===== config.mk =====
export PLATFORM = sky130hd
export DESIGN_NAME = double_ended_queue_unit
export DESIGN_NICKNAME = d
export VERILOG_FILES = /design/src/hw/rtl/deq_pkg.sv /design/src/hw/rtl/deq_datapath.sv /design/src/hw/rtl/deq_ctrl.sv /design/src/hw/rtl/double_ended_queue_unit.sv
export SDC_FILE = /design/constraint.sdc
export NUM_CORES = 1
export LEC_CHECK = 0
export BUFFER_PORTS_ARGS = -buffer_cell sky130_fd_sc_hd__buf_2
export CORE_ASPECT_RATIO = 0.7
export CORE_MARGIN = 2
export CORE_UTILIZATION = 60
export DETAILED_ROUTE_END_ITERATION = 10
export PLACE_DENSITY_LB_ADDON = 0.05
export SYNTH_ARGS = -nofsm -noshare
export SYNTH_HDL_FRONTEND = slang
export SYNTH_SLANG_ARGS = --single-unit
export TNS_END_PERCENT = 100

===== constraint.sdc =====
create_clock -name clock -period 8 [get_ports clock]
set_input_delay 0 -clock clock [delete_from_list [all_inputs] [get_ports clock]]
set_output_delay 0 -clock clock [all_outputs]
set_load 0.01 [all_outputs]

===== src/hw/rtl/deq_pkg.sv =====
// Shared types, constants and ring arithmetic for the double-ended queue unit.
// No dependencies.
package deq_pkg;

   localparam int DEPTH      = 16;
   localparam int DATA_WIDTH = 32;
   localparam int PTR_W      = (DEPTH > 1) ? $clog2(DEPTH) : 1;
   localparam int CNT_W      = $clog2(DEPTH + 1);

   typedef enum logic [1:0] {
      ACT_PUSH_TAIL = 2'd0,
      ACT_PUSH_HEAD = 2'd1,
      ACT_POP_TAIL  = 2'd2,
      ACT_POP_HEAD  = 2'd3
   } action_type;

   typedef enum logic [1:0] {
      ST_DONE  = 2'd0,
      ST_EMPTY = 2'd1,
      ST_FULL  = 2'd2
   } status_type;

   typedef enum logic [1:0] {
      S_IDLE,
      S_EXEC,
      S_RESP
   } state_type;

   typedef struct packed {
      action_type            action;
      logic [DATA_WIDTH-1:0] data_in;
   } req_type;

   typedef struct packed {
      logic [DATA_WIDTH-1:0] data_out;
      status_type            status;
      logic [CNT_W-1:0]      entry_count;
      logic                  is_empty;
   } rsp_type;

   typedef struct packed {
      logic take_req;
      logic execute;
      logic load_rsp;
   } cmd_type;

   // (base + offset) mod DEPTH, both operands below DEPTH
   function automatic logic [PTR_W-1:0] ring_add(input logic [PTR_W-1:0] base,
                                                 input logic [PTR_W-1:0] offset);
      logic [PTR_W:0] sum;
      sum = {1'b0, base} + {1'b0, offset};
      if (sum >= (PTR_W+1)'(DEPTH)) begin
         sum = sum - (PTR_W+1)'(DEPTH);
      end
      return sum[PTR_W-1:0];
   endfunction

   // (base - 1) mod DEPTH
   function automatic logic [PTR_W-1:0] ring_dec(input logic [PTR_W-1:0] base);
      logic [PTR_W-1:0] res;
      if (base == '0) begin
         res = PTR_W'(DEPTH - 1);
      end else begin
         res = base - PTR_W'(1);
      end
      return res;
   endfunction

endpackage


===== src/hw/rtl/deq_datapath.sv =====
// Datapath of the double-ended queue unit: request register, head pointer, entry count,
// entry memory and result register. Depends on deq_pkg.
module deq_datapath import deq_pkg::*; (
   input  logic    clock,
   input  logic    reset,
   input  cmd_type cmd,
   input  req_type req_payload,
   output rsp_type rsp_payload
);

   logic [DATA_WIDTH-1:0] mem [DEPTH];

   req_type               req_ff;
   logic [PTR_W-1:0]      head_ff, head_in;
   logic [CNT_W-1:0]      count_ff, count_in;
   logic [DATA_WIDTH-1:0] rd_data_ff;
   logic                  pop_ok_ff;
   status_type            status_ff;
   rsp_type               rsp_ff, rsp_in;

   logic                  full, empty, is_push, op_ok;
   logic [CNT_W-1:0]      count_m1;
   logic [PTR_W-1:0]      slot;
   status_type            status_in;

   assign full     = (count_ff == CNT_W'(DEPTH));
   assign empty    = (count_ff == '0);
   assign is_push  = (req_ff.action == ACT_PUSH_TAIL) || (req_ff.action == ACT_PUSH_HEAD);
   assign op_ok    = is_push ? !full : !empty;
   assign count_m1 = count_ff - CNT_W'(1);

   // pick the ring slot this request touches
   always_comb begin
      unique case (req_ff.action)
         ACT_PUSH_TAIL: slot = ring_add(head_ff, count_ff[PTR_W-1:0]);
         ACT_PUSH_HEAD: slot = ring_dec(head_ff);
         ACT_POP_TAIL:  slot = ring_add(head_ff, count_m1[PTR_W-1:0]);
         default:       slot = head_ff;
      endcase
   end

   always_comb begin
      head_in  = head_ff;
      count_in = count_ff;
      if (cmd.execute && op_ok) begin
         case (req_ff.action)
            ACT_PUSH_TAIL: count_in = count_ff + CNT_W'(1);
            ACT_PUSH_HEAD: begin
               head_in  = slot;
               count_in = count_ff + CNT_W'(1);
            end
            ACT_POP_TAIL:  count_in = count_m1;
            default: begin
               head_in  = ring_add(head_ff, PTR_W'(1));
               count_in = count_m1;
            end
         endcase
      end
   end

   always_comb begin
      if (op_ok) begin
         status_in = ST_DONE;
      end else if (is_push) begin
         status_in = ST_FULL;
      end else begin
         status_in = ST_EMPTY;
      end
   end

   always_comb begin
      rsp_in.data_out    = pop_ok_ff ? rd_data_ff : '0;
      rsp_in.status      = status_ff;
      rsp_in.entry_count = count_ff;
      rsp_in.is_empty    = (count_ff == '0);
   end

   always_ff @(posedge clock) begin
      if (reset) begin
         head_ff  <= '0;
         count_ff <= '0;
      end else begin
         head_ff  <= head_in;
         count_ff <= count_in;
      end
   end

   always_ff @(posedge clock) begin
      if (cmd.take_req) begin
         req_ff <= req_payload;
      end
      if (cmd.execute) begin
         pop_ok_ff <= op_ok && !is_push;
         status_ff <= status_in;
      end
      if (cmd.load_rsp) begin
         rsp_ff <= rsp_in;
      end
   end

   // entry memory: one write port, one registered read port
   always_ff @(posedge clock) begin
      if (cmd.execute) begin
         if (op_ok && is_push) begin
            mem[slot] <= req_ff.data_in;
         end
         rd_data_ff <= mem[slot];
      end
   end

   assign rsp_payload = rsp_ff;

endmodule


===== src/hw/rtl/deq_ctrl.sv =====
// Controller of the double-ended queue unit: sequences capture, execute and
// result load, and owns both handshakes. Depends on deq_pkg.
module deq_ctrl import deq_pkg::*; (
   input  logic    clock,
   input  logic    reset,
   input  logic    req_valid,
   output logic    req_ready,
   output logic    rsp_valid,
   input  logic    rsp_ready,
   output cmd_type cmd
);

   state_type state_ff, state_in;
   logic      rsp_valid_ff, rsp_valid_in;
   logic      out_free;

   // result register can take a new result this cycle
   assign out_free = !rsp_valid_ff || rsp_ready;

   always_comb begin
      state_in = state_ff;
      unique case (state_ff)
         S_IDLE: if (req_valid) state_in = S_EXEC;
         S_EXEC: state_in = S_RESP;
         S_RESP: if (out_free) state_in = S_IDLE;
         default: state_in = S_IDLE;
      endcase
   end

   always_comb begin
      req_ready    = 1'b0;
      cmd.take_req = 1'b0;
      cmd.execute  = 1'b0;
      cmd.load_rsp = 1'b0;
      unique case (state_ff)
         S_IDLE: begin
            req_ready    = 1'b1;
            cmd.take_req = req_valid;
         end
         S_EXEC: cmd.execute = 1'b1;
         S_RESP: cmd.load_rsp = out_free;
         default: ;
      endcase
   end

   always_comb begin
      if (cmd.load_rsp) begin
         rsp_valid_in = 1'b1;
      end else if (rsp_ready) begin
         rsp_valid_in = 1'b0;
      end else begin
         rsp_valid_in = rsp_valid_ff;
      end
   end

   always_ff @(posedge clock) begin
      if (reset) begin
         state_ff     <= S_IDLE;
         rsp_valid_ff <= 1'b0;
      end else begin
         state_ff     <= state_in;
         rsp_valid_ff <= rsp_valid_in;
      end
   end

   assign rsp_valid = rsp_valid_ff;

endmodule


===== src/hw/rtl/double_ended_queue_unit.sv =====
// Top level of the double-ended queue unit: controller plus datapath.
// Depends on deq_pkg, deq_ctrl and deq_datapath.
//
//   channel | handshake             | payload
//   --------+-----------------------+--------------------------------------
//   req     | req_valid / req_ready | req_type: action, data_in
//   rsp     | rsp_valid / rsp_ready | rsp_type: data_out, status,
//           |                       |           entry_count, is_empty
//
// Each request runs capture, ring update with the entry memory access
// (its registered read port sets the extra step), then result load.
// Reset clears the head position, the entry count, the controller state and
// the result valid flag; the entry memory is not cleared.
// A result waits in the output register while the next request is taken;
// that request holds in its result step until the waiting result transfers.
module double_ended_queue_unit import deq_pkg::*; (
   input  logic    clock,
   input  logic    reset,
   input  logic    req_valid,
   output logic    req_ready,
   input  req_type req_payload,
   output logic    rsp_valid,
   input  logic    rsp_ready,
   output rsp_type rsp_payload
);

   cmd_type cmd;

   deq_ctrl u_ctrl (
      .clock     (clock),
      .reset     (reset),
      .req_valid (req_valid),
      .req_ready (req_ready),
      .rsp_valid (rsp_valid),
      .rsp_ready (rsp_ready),
      .cmd       (cmd)
   );

   deq_datapath u_datapath (
      .clock       (clock),
      .reset       (reset),
      .cmd         (cmd),
      .req_payload (req_payload),
      .rsp_payload (rsp_payload)
   );

endmodule


==> reports/summary.txt, run 1 <==
placement-stage cell area -> 0.02698 mm2
Least-Margin Pin Slew -> 1249 ps
required time worst endpoint -> 8280 ps
leakage -> 9.647 nW
max_slew headroom -> 16.61%
Max Clock Skew -> 23.37 ps
Worst setup EP type -> flip-flop
Area growth syn-to-layout -> 12.38%
routed wl met3 -> 4693 um
post-synth top area share -> 71.66%
TNS Setup -> 0 ps
via count -> 14920
Cell Area, Synth -> 0.02602 mm2
post-DR vias/cell -> 6.844
Synth Instances -> 1497
Post-synth EDFFs -> 621
dpl hpwl -> 32690 um
gr ovfl total -> 0
VDD IR-drop max -> 0.2158 mV
Initial Utilization -> 61.13%
gr usage total -> 27.57%
DRC viols -> 0
P per Cell Area -> 254.7 mW/mm2
sequential-to-total area share from yosys stat -> 72.59%
RePlAce Congestion -> 0.7570
PortBufs -> 79
post-CTS resize count -> 0
Nets -> 1626
cell taking the most area after synthesis -> edfxtp_1
main combinational cell family by area after synthesis -> compound AO/OA/AOI/OAI gates
mux share of post-synthesis cell area -> 10.54%
CTS sink count -> 633
maxcap violations -> 0
Top FF cell, synth -> edfxtp_1
Synth Area in Compound Gates -> 10.56%
synth warn -> 0
global-route wire length before repair -> 92180 um
Root Buffer -> clkbuf_16
die width -> 252.9 um
post-route ant nets -> 0
largest net degree at the start of global routing -> 109
final setup fails -> 0
wl on met1 -> 27580 um
most common cell in the netlist -> edfxtp_1
syn_nets -> 1544
number of CTS-inserted buffers -> 57
Synth Area in Adders -> 0.4616%
Pre-antenna DRT Iters -> 6
Simple-Gate Fraction of Synth Area -> 3.039%
Worst Path Arrival -> 6240 ps
uppermost layer routed -> met4
share of cells above drive strength 1 -> 17.46%
Unique masters post-synth -> 50
Worst setup SP type -> flip-flop
Synth Area in XOR/XNOR -> 0.4712%
RSZ-0062 raised after global routing -> false
Final Slew Violations -> 0
Clock Path Buffers -> 3
number of antenna violations at the first check in global routing -> 0
Rows -> 63
final period utilization -> 74.48%
Synth Area per Inst -> 17.38 um2
Tightest Hold Check Type -> in2reg
Fillers -> 2778
number of global-route vias before repair -> 14660
CTS H-tree depth -> 2
DR iter-0 viols -> 1817
Final min period -> 5958 ps
Finished Cell Area -> 0.02924 mm2
Async S/R FF share, synth -> 0%
Hold Fails Final Rpt -> 0
clock slew seen by the registers of the worst setup and hold paths -> 60 ps
post-CTS setup buffers -> 0
top cells by instance count after synthesis -> 621 x edfxtp_1, 130 x mux2i_1, 128 x a22oi_1, 128 x o2111ai_1, 83 x clkbuf_1
die height -> 178.2 um
CTS tree -> built
area of the core -> 0.04257 mm2
DIE AREA -> 0.04508 mm2
Skew-Pair Late Insertion Delay -> 590 ps
outcome -> finished clean
hold_buf cts -> 37
CP Class -> reg2reg
register bit total from synthesis -> 633
# IOs -> 80
wire per inst -> 27.92 um
top cells by area, synth -> edfxtp_1 72%, mux4_2 5.5%, mux2i_1 5.0%
total power -> 7.449 mW
achievable frequency -> 167.8 MHz
routed wl met2 -> 27400 um
critical path fanouts, max -> 66
Post-Route WL -> 60870 um
through the flow:
step           cells  setup slack (ps)  utilization, %  hold WS, ps
4_1_cts         2179              2029           68.69        94.31
5_1_grt         2179              1688           68.69        114.0
2_1_floorplan   1497              2480               -        71.61
3_5_place_dp    2035              2060           63.40        178.1
6_report        2180              2042           68.70        119.8
3_3_place_gp    2035              2163           63.40        176.6
worst max-delay path: stages, from the launching register on:
cell	delay (ps)
dfxtp_1	530
inv_1	120
ha_1	330
o21ai_0	310
inv_1	100
fa_4	1030
nor2_1	430
or2_4	900
nand3_1	510
nor2_4	1020
buf_4	340
kinds of logic after synthesis:
logic type,Yosys count
AOI/OAI and AO/OA,347
adders and majority gates,9
xor gates and xnor gates,14
muxes,194
and+or+nand+nor,164
DFF,633
buffers and inverters,136
per-layer routing:
layer	global-route usage [%]	up-vias
met5	0	-
met4	6.213	0
met3	3.779	80
met2	41.66	713
met1	43.26	7676
li1	-	6451
area by class of cell:
type                       count  area [um2]  area share [%]
multi-input combinational    728        6713           22.95
tap                          552       690.7           2.362
antenna                        1       2.502        0.008557
sequential                   633       18890           64.59
clock buffer                  71        1521           5.203
timing repair buffer         149        1026           3.508
inverter                      10       37.54          0.1284
clock inverter                36       364.1           1.245
report_power, final:
| group | internal, mW | total [mW] | switching, mW |
|---|---|---|---|
| clock network | 1.60 | 2.77 | 1.17 |
| logic | 0.335 | 0.893 | 0.557 |
| registers | 3.73 | 3.79 | 0.0647 |
| total | 5.66 | 7.45 | 1.79 |
placed cells by master (no fill, tap or decap), types with 33 or more instances in the layout:
cell / count
dlygate4sd3_1: 37
mux2i_1: 130
a22oi_1: 128
clkbuf_16: 59
edfxtp_1: 621
and2_1: 33
nand2_1: 74
buf_2: 79
o2111ai_1: 128
mux4_2: 64
final timing paths:
kind / cells after the start / start / slack [ps] / end
setup reg to reg: 10 / u_datapath.count_ff[0]$_SDFFE_PP0P_ / 2040 / u_datapath.mem[14][15]$_DFFE_PP_
hold / removal: 2 / req_payload[7] / 120 / u_datapath.req_ff[7]$_DFFE_PP_
setup / recovery: 10 / u_datapath.count_ff[0]$_SDFFE_PP0P_ / 2040 / u_datapath.mem[14][15]$_DFFE_PP_
hold reg to reg: 0 / u_datapath.status_ff[0]$_SDFFCE_PN0N_ / 430 / u_datapath.rsp_payload[6]$_DFFE_PP_
registers in the layout, indices dropped and copies added (netlist names):
register and cells:
u_datapath.mem 512, u_datapath.head_ff 4, u_datapath.status_ff 2, u_datapath.rd_data_ff 32, u_datapath.rsp_payload 40, u_ctrl.rsp_valid 1, u_datapath.count_ff 5, u_datapath.pop_ok_ff 1
u_ctrl.state_ff 2, u_datapath.req_ff 34
Power figures use the tool's default switching activity.
==> run 2, diff against run 1 <==
==> constraint.sdc (replaced) <==
create_clock -name clock -period 6.2 [get_ports clock]
set_input_delay 0 -clock clock [delete_from_list [all_inputs] [get_ports clock]]
set_output_delay 0 -clock clock [all_outputs]
set_load 0.01 [all_outputs]
==> run 2 against run 1 <==
  * Cell count down 0.41%
  * Critical path depth down 1
  * Sequential power up 29%
  * Critical path type unchanged
  * Non-clock buffer count fell by 6
  * Global-route usage barely moved
  * Setup slack worse by 850 ps
  * Total power grew 26%
==> reports/summary.txt, run 2 (synthesized netlist as in run 1, its figures left out) <==
Logic pwr share -> 12.2% (was 12.0%)
number of CTS-inserted buffers -> 57 (unchanged)
maxcap violations -> 0 (unchanged)
DRC viols -> 0 (unchanged)
largest register by flop count -> u_datapath.mem (unchanged)
global-route wire length before repair -> 91790 um (was 92180 um)
Least-Margin Pin Slew -> 1303 ps (was 1249 ps)
crit path launch -> u_datapath.req_ff[32]$_DFFE_PP_ (was u_datapath.count_ff[0]$_SDFFE_PP0P_)
Rows -> 63 (unchanged)
Hold Fails Final Rpt -> 0 (unchanged)
reg-to-reg critical path startpoint -> u_datapath.req_ff[32]$_DFFE_PP_ (was u_datapath.count_ff[0]$_SDFFE_PP0P_)
post-CTS setup buffers -> 0 (unchanged)
Worst setup EP type -> flip-flop (unchanged)
number of global-route vias before repair -> 14550 (was 14660)
internal power -> 7.099 mW (was 5.661 mW)
Clock Path Buffers -> 3 (unchanged)
Worst Path Arrival -> 5210 ps (was 6240 ps)
commonest non-fill, non-tap cell in the layout -> edfxtp_1 (unchanged)
Post-Route WL -> 60640 um (was 60870 um)
post-route ant nets -> 0 (unchanged)
Hold Path Origin -> req_payload[6] (was req_payload[7])
Final min period -> 5012 ps (was 5958 ps)
Sw Ratio -> 24.54% (was 24.00%)
via count -> 14800 (was 14920)
multi-input logic area -> 0.006713 mm2 (unchanged)
DIE AREA -> 0.04508 mm2 (unchanged)
Tightest Hold Check Type -> in2reg (unchanged)
Initial Utilization -> 61.13% (unchanged)
CP Class -> reg2reg (unchanged)
largest net degree at the start of global routing -> 133 (was 109)
die height -> 178.2 um (unchanged)
P per Cell Area -> 323.3 mW/mm2 (was 254.7 mW/mm2)
wire per inst -> 27.93 um (was 27.92 um)
DR iter-0 viols -> 1752 (was 1817)
sequential power share -> 52.0% (was 50.9%)
Largest register FFs -> 512 (unchanged)
Worst setup SP type -> flip-flop (unchanged)
clock slew seen by the registers of the worst setup and hold paths -> 70 ps (was 60 ps)
critical path fanouts, max -> 85 (was 66)
Fillers -> 2783 (was 2778)
final period utilization -> 80.83% (was 74.48%)
gr usage total -> 27.59% (was 27.57%)
most frequent cells in the layout -> 621 x edfxtp_1, 130 x mux2i_1, 128 x a22oi_1, 128 x o2111ai_1, 79 x buf_2 (unchanged)
gr ovfl total -> 0 (unchanged)
total power -> 9.408 mW (was 7.449 mW)
Pre-antenna DRT Iters -> 5 (was 6)
CTS tree -> built (unchanged)
die width -> 252.9 um (unchanged)
Clock power frac -> 35.8% (was 37.1%)
Area growth syn-to-layout -> 11.81% (was 12.38%)
RSZ-0062 raised after global routing -> false (unchanged)
Root Buffer -> clkbuf_16 (unchanged)
Hold Crit Depth -> 2 (unchanged)
achievable frequency -> 199.5 MHz (was 167.8 MHz)
Skew-Pair Late Insertion Delay -> 600 ps (was 590 ps)
required time worst endpoint -> 6390 ps (was 8280 ps)
Nets -> 1620 (was 1626)
max_slew headroom -> 12.90% (was 16.61%)
number of antenna violations at the first check in global routing -> 0 (unchanged)
Final Slew Violations -> 0 (unchanged)
PortBufs -> 79 (unchanged)
worst r2r path cells -> 9 (was 10)
# IOs -> 80 (unchanged)
dpl hpwl -> 32520 um (was 32690 um)
RePlAce Congestion -> 0.7765 (was 0.7570)
TNS Setup -> 0 ps (unchanged)
Max Clock Skew -> 19.52 ps (was 23.37 ps)
Net Sw Power -> 2.309 mW (was 1.788 mW)
CTS H-tree depth -> 2 (unchanged)
CTS sink count -> 633 (unchanged)
VDD IR-drop max -> 0.2505 mV (was 0.2158 mV)
outcome -> finished clean (unchanged)
final setup fails -> 0 (unchanged)
post-DR vias/cell -> 6.818 (was 6.844)
share of cells above drive strength 1 -> 17.43% (was 17.46%)
post-CTS resize count -> 0 (unchanged)
leakage -> 9.578 nW (was 9.647 nW)
Reg area -> 0.01889 mm2 (unchanged)
area of the core -> 0.04257 mm2 (unchanged)
-- run 2: cell type report --
cell class | instances | area share, %
diodes | 1 | 0.008601
clock inverters | 35 | 0.8472
clock buffers | 69 | 5.203
flip-flops and latches | 633 | 64.92
well taps | 552 | 2.374
inverters | 10 | 0.1290
multi-input cells | 728 | 23.07
repair buffers | 143 | 3.449
-- run 2: per-layer routing --
metal	vias up	track usage (%)	wire, um
met5	-	0	0
met4	0	8.333	1604
met3	104	5.282	5161
met2	714	40.27	26910
met1	7552	42.67	26970
li1	6431	-	-
-- run 2: worst paths after layout --
path / slack, ps / end
worst min-delay path: 100 / u_datapath.req_ff[6]$_DFFE_PP_
worst max-delay path: 1190 / u_datapath.mem[2][30]$_DFFE_PP_
worst max register to register: 1190 / u_datapath.mem[2][30]$_DFFE_PP_
worst min register to register: 420 / u_datapath.rsp_payload[7]$_DFFE_PP_
-- run 2: through the flow --
stage / instances / cell area [um2] / utilization, % / hold WS (ps) / setup WS [ps]
after CTS: 2170 / 29090 / 68.35 / 81.65 / 1232
after detailed placement: 2030 / 26970 / 63.37 / 178.1 / 1254
after global routing: 2170 / 29090 / 68.35 / 98.47 / 971.4
after floorplan: 1497 / 26020 / - / 71.61 / 679.8
after global placement: 2030 / 26970 / 63.37 / 177.3 / 1342
final: 2171 / 29100 / 68.35 / 103.1 / 1188
-- run 2: timing repair --
action | 4_1_cts | 5_1_grt
hold endpoints to repair | 46 | 0
endpoints found under the setup margin | 0 | 0
hold buffers | 36 | 0
-- run 2: worst max-delay path: stages, from the launching register on --
cell	delay (ps)
edfxtp_1	340
buf_4	810
nor2_1	140
xor2_1	180
ha_1	330
a21oi_1	80
xnor2_1	510
o21a_4	620
nand3_1	450
nor2_4	1100
-- run 2: power groups by stage --
stage / registers [mW] / logic [mW] / clock network, mW
global route: 4.90 / 1.23 / 3.59
detailed placement: 4.98 / 1.12 / 0
CTS: 4.89 / 1.14 / 3.42
floorplan: 4.95 / 0.819 / 0
global placement: 4.98 / 1.12 / 0
finish: 4.89 / 1.14 / 3.37
